==> config.mk <==
export PLATFORM = sky130hd
export DESIGN_NAME = sorted_top_n_list
export DESIGN_NICKNAME = d
export VERILOG_FILES = /design/src/design/srtn_pkg.sv /design/src/design/sorted_top_n_list.sv /design/src/design/srtn_cell.sv
export VERILOG_INCLUDE_DIRS = /design/src /design/src/design
export SDC_FILE = /design/constraint.sdc
export NUM_CORES = 2
export LEC_CHECK = 0
export BUFFER_PORTS_ARGS = -buffer_cell sky130_fd_sc_hd__buf_2
export CAP_MARGIN = 20
export CORE_AREA = 2 2 441 443
export CTS_BUF_LIST = sky130_fd_sc_hd__clkbuf_8 sky130_fd_sc_hd__clkbuf_16
export CTS_CLUSTER_DIAMETER = 120
export DETAILED_ROUTE_END_ITERATION = 12
export DIE_AREA = 0 0 443 445
export SLEW_MARGIN = 20
export SYNTH_ARGS = -nofsm -noshare
export SYNTH_HDL_FRONTEND = slang
export SYNTH_SLANG_ARGS = --single-unit
==> constraint.sdc <==
create_clock -name aclk -period 8.92 [get_ports aclk]
set_clock_uncertainty 0.15 [all_clocks]
set_input_delay 0.446 -clock aclk [delete_from_list [all_inputs] [get_ports aclk]]
set_output_delay 0.446 -clock aclk [all_outputs]
set_load 0.01 [all_outputs]
==> src/design/sorted_top_n_list_macros.svh <==
// Assertion macros shared by the RTL of the sorted top-N list.
`ifndef SORTED_TOP_N_LIST_MACROS_SVH
`define SORTED_TOP_N_LIST_MACROS_SVH

`ifndef SYNTH
// Condition that must hold at every clock edge outside reset.
`define SRTN_ASSERT_ALWAYS(label, cond, msg) \
    label: assert property (@(posedge aclk) disable iff (!aresetn) (cond)) else $error(msg);
// Condition in one cycle that implies a consequence in the next cycle.
`define SRTN_ASSERT_NEXT(label, ante, cons, msg) \
    label: assert property (@(posedge aclk) disable iff (!aresetn) (ante) |=> (cons)) \
        else $error(msg);
`else
`define SRTN_ASSERT_ALWAYS(label, cond, msg)
`define SRTN_ASSERT_NEXT(label, ante, cons, msg)
`endif

`endif

==> src/design/srtn_pkg.sv <==
`default_nettype none

package srtn_pkg;

    localparam int DEFAULT_DEPTH = 16;

    typedef logic signed [31:0] score_t;
    typedef logic [15:0]        tag_t;
    typedef logic [7:0]         pos_t;
    typedef logic [8:0]         fill_t;
    typedef logic [1:0]         status_t;
    typedef logic               op_t;

    localparam op_t OP_INSERT = 1'b0;
    localparam op_t OP_REMOVE = 1'b1;

    localparam status_t ST_DONE    = 2'd0;
    localparam status_t ST_LOW     = 2'd1;
    localparam status_t ST_BAD_POS = 2'd2;

    typedef struct packed {
        score_t score;
        tag_t   tag;
    } entry_t;

    // Command broadcast to every cell of the chain.
    typedef struct packed {
        logic   en;
        op_t    op;
        entry_t ent;
        pos_t   pos;
    } cmd_t;

endpackage

`default_nettype wire

==> src/design/sorted_top_n_list.sv <==
// Output: a result is registered and shows on m_ in the cycle after its acceptance.
// Throughput: one item per cycle unless m_tready stalls a result; every cell
// compares against the new score and shifts toward its neighbor in the same cycle,
// and the output register holds a result while the next item is already accepted.
// Reset (aresetn low, synchronous) empties the list and drops a pending result;
// the input is not ready while reset is held, and cell contents are not cleared.
`default_nettype none

`include "sorted_top_n_list_macros.svh"

module sorted_top_n_list #(
    parameter int DEPTH = srtn_pkg::DEFAULT_DEPTH
) (
    input  wire logic        aclk,
    input  wire logic        aresetn,
    input  wire logic        s_tvalid,
    output logic             s_tready,
    input  wire logic [55:0] s_tdata,   // new_score[31:0], new_tag[47:32], position[55:48]
    input  wire logic        s_tuser,   // opcode
    output logic             m_tvalid,
    input  wire logic        m_tready,
    output logic [63:0]      m_tdata,   // out_score[31:0], out_tag[47:32], fill_count[56:48]
    output logic [1:0]       m_tuser    // status
);
    import srtn_pkg::*;

    localparam int CNT_W = $clog2(DEPTH + 1);
    localparam logic [CNT_W-1:0] DEPTH_C = CNT_W'(DEPTH);

    // Accepted item, broadcast to the whole chain of cells.
    logic   acc;
    cmd_t   cmd;

    logic [CNT_W-1:0] count_reg;
    logic [CNT_W-1:0] count_next;

    // Per-cell signals: g[i] is high where the new score ranks above cell i.
    logic   g     [DEPTH];
    entry_t ent   [DEPTH];
    entry_t hit   [DEPTH];

    entry_t  hit_any;
    logic    ins_ok;
    logic    rm_ok;
    logic    full;

    logic    m_tvalid_reg;
    status_t status_reg;
    status_t status_next;
    entry_t  out_reg;
    entry_t  out_next;
    fill_t   fill_reg;

    // The output register frees up when its result is taken in the same cycle.
    // No item is taken while reset is held, so none can be lost there.
    assign s_tready = aresetn && (!m_tvalid_reg || m_tready);
    assign acc      = s_tvalid && s_tready;

    assign cmd.en        = acc;
    assign cmd.op        = s_tuser;
    assign cmd.ent.score = s_tdata[31:0];
    assign cmd.ent.tag   = s_tdata[47:32];
    assign cmd.pos       = s_tdata[55:48];

    genvar gi;
    generate
        for (gi = 0; gi < DEPTH; gi++) begin : g_cell
            logic   prev_g;
            entry_t prev_ent;
            entry_t next_ent;

            if (gi == 0) begin : g_head
                assign prev_g   = 1'b0;
                assign prev_ent = cmd.ent;
            end else begin : g_mid
                assign prev_g   = g[gi-1];
                assign prev_ent = ent[gi-1];
            end

            // The tail cell refills from itself; its content is then past the fill.
            if (gi == DEPTH - 1) begin : g_tail
                assign next_ent = ent[gi];
            end else begin : g_body
                assign next_ent = ent[gi+1];
            end

            srtn_cell #(
                .IDX   (gi),
                .CNT_W (CNT_W)
            ) u_cell (
                .aclk     (aclk),
                .cmd      (cmd),
                .count    (count_reg),
                .prev_g   (prev_g),
                .prev_ent (prev_ent),
                .next_ent (next_ent),
                .g        (g[gi]),
                .ent      (ent[gi]),
                .hit_ent  (hit[gi])
            );
        end
    endgenerate

    // Only the cell at the remove position drives a nonzero entry.
    always_comb begin
        hit_any = '0;
        for (int i = 0; i < DEPTH; i++) begin
            hit_any = hit_any | hit[i];
        end
    end

    // When the list is not full the tail cell is empty, so its g is high.
    assign full   = count_reg == DEPTH_C;
    assign ins_ok = g[DEPTH-1];
    assign rm_ok  = fill_t'(cmd.pos) < fill_t'(count_reg);

    always_comb begin
        count_next  = count_reg;
        status_next = ST_DONE;
        out_next    = '0;
        case (cmd.op)
            OP_INSERT: begin
                if (!ins_ok) begin
                    status_next = ST_LOW;
                end else if (!full) begin
                    count_next = count_reg + CNT_W'(1);
                end
            end
            OP_REMOVE: begin
                if (rm_ok) begin
                    out_next   = hit_any;
                    count_next = count_reg - CNT_W'(1);
                end else begin
                    status_next = ST_BAD_POS;
                end
            end
            default: status_next = ST_DONE;
        endcase
    end

    always_ff @(posedge aclk) begin
        if (!aresetn) begin
            count_reg    <= '0;
            m_tvalid_reg <= 1'b0;
        end else begin
            if (acc) begin
                count_reg    <= count_next;
                m_tvalid_reg <= 1'b1;
            end else if (m_tready) begin
                m_tvalid_reg <= 1'b0;
            end
        end
    end

    always_ff @(posedge aclk) begin
        if (acc) begin
            status_reg <= status_next;
            out_reg    <= out_next;
            fill_reg   <= fill_t'(count_next);
        end
    end

    assign m_tvalid = m_tvalid_reg;
    assign m_tuser  = status_reg;
    assign m_tdata  = {7'd0, fill_reg, out_reg.tag, out_reg.score};

    // The fill never runs past the number of cells.
    `SRTN_ASSERT_ALWAYS(a_count_bound, count_reg <= DEPTH_C, "entry count exceeds depth")
    // An insert can only be refused when every cell is occupied.
    `SRTN_ASSERT_ALWAYS(a_reject_full, !(acc && cmd.op == OP_INSERT && !ins_ok) || full,
                        "insert rejected while list not full")
    // A pending result always reports the current fill.
    `SRTN_ASSERT_ALWAYS(a_fill_match, !m_tvalid_reg || fill_reg == fill_t'(count_reg),
                        "result fill differs from entry count")
    // Every accepted item leaves a result waiting in the next cycle.
    `SRTN_ASSERT_NEXT(a_result_follows, acc, m_tvalid_reg, "accepted item without result")

endmodule

`default_nettype wire

==> src/design/srtn_cell.sv <==
`default_nettype none

module srtn_cell #(
    parameter int IDX   = 0,
    parameter int CNT_W = 5
) (
    input  wire logic               aclk,
    input  wire srtn_pkg::cmd_t     cmd,
    input  wire logic [CNT_W-1:0]   count,
    input  wire logic               prev_g,
    input  wire srtn_pkg::entry_t   prev_ent,
    input  wire srtn_pkg::entry_t   next_ent,
    output logic                    g,
    output srtn_pkg::entry_t        ent,
    output srtn_pkg::entry_t        hit_ent
);
    import srtn_pkg::*;

    localparam pos_t           IDX_P = pos_t'(IDX);
    localparam logic [CNT_W-1:0] IDX_C = CNT_W'(IDX);

    entry_t ent_reg;
    entry_t ent_next;
    logic   occ;

    // An empty slot ranks below any new score, so g is monotone along the chain.
    assign occ = count > IDX_C;
    assign g   = !occ || (cmd.ent.score > ent_reg.score);

    always_comb begin
        ent_next = ent_reg;
        case (cmd.op)
            OP_INSERT: begin
                if (g) begin
                    ent_next = prev_g ? prev_ent : cmd.ent;
                end
            end
            OP_REMOVE: begin
                if (cmd.pos <= IDX_P) begin
                    ent_next = next_ent;
                end
            end
            default: ent_next = ent_reg;
        endcase
    end

    always_ff @(posedge aclk) begin
        if (cmd.en) begin
            ent_reg <= ent_next;
        end
    end

    assign ent     = ent_reg;
    assign hit_ent = (cmd.pos == IDX_P) ? ent_reg : '0;

endmodule

`default_nettype wire
After elaboration in Yosys (flattened, before gate mapping)
Cells that the tools add are included.
Word-level totals
  output and inout bits: 68
  register bits after elaboration: 829
Cells by class
  bitwise operators: 16
  add/subtract/negate cells: 2
  $lt $le $gt $ge: 48
  equality and inequality tests: 47
  reduce and logical (&&, ||, !) cells: 55
  mux-type cells: 87
Operator list (count)
  $mux W48: 63
  $pmux W48 S2: 15
  $or A48 B48 Y48: 15
  $gt A32 B32 Y1: 16
  $eq A8 B4 Y1 const B: 8
  $ne A2 B1 Y1 const B: 31
  $le A8 B4 Y1 const B: 7
  $reduce_and A3 Y1: 16
  $gt A5 B4 Y1 const B: 8
  $eq A8 B3 Y1 const B: 4
  $le A8 B3 Y1 const B: 4
  $gt A5 B3 Y1 const B: 4
  $logic_not A1 Y1: 17
  $logic_or A1 B1 Y1: 17
  $eq A8 B2 Y1 const B: 2
  $le A8 B1 Y1 const B: 2
  $le A8 B2 Y1 const B: 2
  $mux W5: 3
  $gt A5 B1 Y1 const B: 2
  $gt A5 B2 Y1 const B: 2
  $pmux W5 S2: 1
  $eq A8 B1 Y1 const B: 1
  $logic_not A8 Y1: 1
  $lt A8 B5 Y1: 1
  other kinds (10): 13

Longest topological paths before layout
  depth in word-level cells: 17
  mapped depth: 12
  depth with buffers taken out: 10

By module
A second synthesis with hierarchy kept.
Unflattened totals
  cells, all modules: 6752
  area, all modules: 62737.7 um2
By module, submodules not included
  sorted_top_n_list: sequential area each 1771.7 um2, area an instance 4300.4 um2, times used 1, cells each 458
  srtn_cell (g_cell[1].u_cell): sequential area each 1441.4 um2, area an instance 3718.6 um2, times used 1, cells each 400
  srtn_cell (g_cell[3].u_cell): sequential area each 1441.4 um2, area an instance 3697.3 um2, times used 1, cells each 396
  srtn_cell (g_cell[12].u_cell): sequential area each 1441.4 um2, area an instance 3688.5 um2, times used 1, cells each 399
  srtn_cell (g_cell[7].u_cell): sequential area each 1441.4 um2, area an instance 3684.8 um2, times used 1, cells each 400
  srtn_cell (g_cell[14].u_cell): sequential area each 1441.4 um2, area an instance 3674.8 um2, times used 1, cells each 395
  srtn_cell (g_cell[0].u_cell): sequential area each 1441.4 um2, area an instance 3673.5 um2, times used 1, cells each 400
  srtn_cell (g_cell[2].u_cell): sequential area each 1441.4 um2, area an instance 3669.8 um2, times used 1, cells each 388
  srtn_cell (g_cell[5].u_cell): sequential area each 1441.4 um2, area an instance 3668.5 um2, times used 1, cells each 395
  srtn_cell (g_cell[10].u_cell): sequential area each 1441.4 um2, area an instance 3658.5 um2, times used 1, cells each 395
  srtn_cell (g_cell[4].u_cell): sequential area each 1441.4 um2, area an instance 3648.5 um2, times used 1, cells each 391
  srtn_cell (g_cell[6].u_cell): sequential area each 1441.4 um2, area an instance 3636.0 um2, times used 1, cells each 390
  srtn_cell (g_cell[11].u_cell): sequential area each 1441.4 um2, area an instance 3616.0 um2, times used 1, cells each 391
  srtn_cell (g_cell[13].u_cell): sequential area each 1441.4 um2, area an instance 3613.5 um2, times used 1, cells each 391
  3 more rows

Worst setup path before layout
No wires, ideal clock.
  path type: input to register
  start: input port s_tdata[22]
  end: register g_cell[11].u_cell.ent_reg (netlist bit g_cell[11].u_cell.ent[0]) (enable)
  library setup time: 0.541 ns
  stages on the path: 9
  path buffers: 1
  data required time: 8.229 ns
  slack: 2.196 ns
  arrival: 6.033 ns
  cells stage by stage: ha_1 > nand4_1 > or4_1 > nor2_1 > o31a_1 > o31a_1 > o21ai_1 > clkbuf_1 > a311oi_1
On the way
  longest elaborated chain between the ends: 4
RTL lines
  start: declaration: RTL line sorted_top_n_list.sv:18  | input wire logic [55:0] s_tdata,
  $gt A32 B32 Y1: RTL line srtn_cell.sv:28  | assign g = !occ || (cmd.ent.score > ent_reg.score);
  $logic_or A1 B1 Y1: RTL line srtn_cell.sv:28
  $ne A2 B1 Y1 (no source line)
  $reduce_and A3 Y1 (no source line)
  end signal: assignment: RTL line srtn_cell.sv:49  | ent_reg <= ent_next;
  end: declaration: RTL line srtn_cell.sv:22  | entry_t ent_reg;
No other way between the ends.
A chain may end at the register's enable or synchronous reset.

==> run metrics <==
vias per inst=~6.3; Max Used Layer=met5; Synth Warn #=0; hold buffers post-CTS=3; fraction of layout cells with a size suffix above 1=0.08567; Die X-Extent=about 440 um; maximum clock rate=176.0 MHz; Initial Utilization=0.2990; Pwr Density=~160 nW/um^2; Die Ht=~450 um; met2 wire len=between 100000 and 150000 um; Routed Antenna Nets=0; Synth top area share=0.4306; WS Path Type=flop to flop; per-cell routed wire length=approximately 31 um; Finished Cell Area=around 64000 um^2; initial antenna violation count=20; Cell Area, Placed=roughly 60000 um^2; Final GP Congestion=around 1.0; Synth Instances=approximately 5700; H-tree levels=3; CP Buf/Inv Count=3; Pwr Total=about 10000 uW; CTS tree=built; CP max FO=20; Post-synth EDFFs=about 820; num ports=between 100 and 150; CTS Buffer Depth=3; post-synthesis sequential area ratio=0.4327; ys async rst share=0; vias in the first global route=between 40000 and 50000; Synth Register Bits=829; routed via count=between 50000 and 60000; RSZ-0062 raised after global routing=no; Post-CTS Setup Repair Bufs=0; Area Overhead vs Synth=11.32%; first-pass GRT wire length=between 300000 and 400000 um; All-Layer GR Usage=0.2444; syn avg cell area=10.12 um^2; delay-heaviest family, CP=compound AO/OA/AOI/OAI gates; Leakage=0.02555 uW; max incr delay on CP=approximately 1.0 ns; post-synthesis cell area=approximately 57000 um^2; CP cell instances=inv_1 > ha_1 > o21ai_0 > nand4_1 > nor2_1 > o221ai_1 > o21ai_4 > buf_4 > buf_4 > mux2i_1 > mux2i_1; # nets final=a little over 6000; number of cell rows=161; Core ar.=between 150000 and 200000 um^2; synth top area cells=edfxtp_1, ha_1, mux2i_1; IO buf count=around 120; slowest cell on the critical path=o21ai_0; Skew-Pair Late Insertion Delay=approximately 0.77 ns; Initial DRC Count=approximately 8500; actual slew at the worst max-slew pin=1.364 ns; Filler Cells Inserted=19349; metal3 WL=between 30000 and 40000 um; Final min period=~5.7 ns; post-CTS sizing=0; Inserted Clock Buffers=100; wl on met1=between 90000 and 100000 um; ys flop type=edfxtp_1; final setup fails=0; Tcrit/Tclk final=0.6368; Min-Delay Path Class=input pin to flop; synth unique cells=84; Largest register FFs=roughly 770; outcome=finished clean; Die ar.=approximately 200000 um^2; Startpoint Class=flop; Peak VDD IR=around 150 uV; Critical Path RT=9.23 ns; DR DRC count=0; Pre-antenna DRT Iters=7; GR Overflow Total=0; max cap viols=0; Worst slew margin=0.08232; CTS sink cnt=between 800 and 900; setup total negative slack=0 ns; critical path arrival=5.99 ns; Synth area leader=edfxtp_1; largest net degree at the start of global routing=177; Clock transition at path regs=0.06 ns; clk root buf=clkbuf_16; dpl hpwl=163600 um; post-placement cell count=approximately 8000; final instance count without filler cells=8167; CP Capture Type=flop; final WL=250600 um; final hold vios=0; Slew Limit Fails=0
stage by stage:
stage               hold slack (ns)  setup WS, ns  utilization
floorplan                    0.3521         2.196            -
global placement             0.4128         3.091       0.3154
detailed placement           0.4246         3.068       0.3155
CTS                         0.02724         3.586       0.3327
global route                0.06400         3.217       0.3328
finish                      0.04611         3.240       0.3328
logic make-up after synthesis:
kind of cell / Yosys count / synth area share
xor gates and xnor gates: 2 / 0.0003052
muxes: 409 / 0.07248
adders and majority gates: 521 / 0.1136
other: 1 / 0.00006533
buffers and inverters: 974 / 0.06723
AOI/OAI and AO/OA: 1672 / 0.2079
and+or+nand+nor: 1261 / 0.1058
DFF: 829 / 0.4327
layout make-up:
cell class	instances	area [um^2]	share of cell area
timing repair buffer	222	1429	0.02236
tap	2526	3161	0.04946
multi-input combinational	3876	29200	0.4570
clock buffer	101	2527	0.03955
inverter	528	1992	0.03117
clock inverter	82	745.7	0.01167
sequential	829	24830	0.3887
antenna	3	7.507	0.0001175
cell usage in the layout (no fill, tap or decap), types with 16 or more instances in the layout:
cell,instances
or4_1,38
o221ai_1,250
buf_2,116
nand3_1,274
clkbuf_16,101
o211ai_1,25
a31oi_1,102
nor4b_1,17
and3_1,64
inv_1,538
nand4_1,85
nor2_4,23
mux2_2,49
edfxtp_1,823
a21o_1,84
a2bb2oi_1,20
a22o_1,144
mux2i_1,359
a221oi_1,202
clkinv_2,22
ha_1,521
nor2b_1,39
nor3_1,20
a221o_1,26
nand2_1,337
buf_4,99
nand2b_1,16
o21ai_1,39
nor2_1,284
a21oi_1,251
a22oi_1,132
clkinv_1,23
o21a_1,17
o21ai_0,278
metal layers:
layer,vias to the layer above,global-route usage
met5,-,0
met4,12,0.1635
met1,24939,0.3211
met3,764,0.06087
li1,21716,-
met2,3892,0.3535
worst paths after layout:
kind | cells past startpoint | from | to | slack [ns]
setup / recovery | 11 | count_reg[0] | g_cell[3].u_cell.ent[32] | 3.24
hold / removal | 2 | s_tuser | g_cell[11].u_cell.ent[16] | 0.05
setup reg to reg | 11 | count_reg[0] | g_cell[3].u_cell.ent[32] | 3.24
hold reg to reg | 1 | g_cell[1].u_cell.ent[2] | g_cell[0].u_cell.ent[2] | 0.44
Yosys cell counts, types with 17 or more instances:
cell type and instances:
a2bb2oi_1 20, ha_1 521, nand3_1 274, mux2i_1 359, a22oi_1 132, nor2_1 307
edfxtp_1 823, nor3_1 24, a22o_1 144, o211ai_1 25, a31oi_1 104, nor2b_1 39
a21o_1 84, inv_1 526, a221o_1 26, clkbuf_1 329, mux2_2 49, a21oi_1 256
o21ai_1 45, o21a_1 19, nand2_1 339, o21ai_0 278, buf_1 25, nor4b_1 17
buf_2 71, nor4_1 18, o221ai_1 251, or4_1 38, nand4_1 85, and3_1 64
a221oi_1 202
report_power, final:
group          switching, uW  internal [uW]  total (uW)
Combinational            970            423        1390
Clock                   1880           2380        4260
Sequential               108           4450        4560
Total                   2960           7260       10200
worst reg2reg max path: stages (launching register included):
cell,delay [ns]
dfxtp_1,0.58
inv_1,0.19
ha_1,0.23
o21ai_0,1.01
nand4_1,0.19
nor2_1,0.15
o221ai_1,0.41
o21ai_4,0.93
buf_4,0.57
buf_4,0.55
mux2i_1,0.31
mux2i_1,0.10
Note: power is estimated with default switching activity, not from simulation.
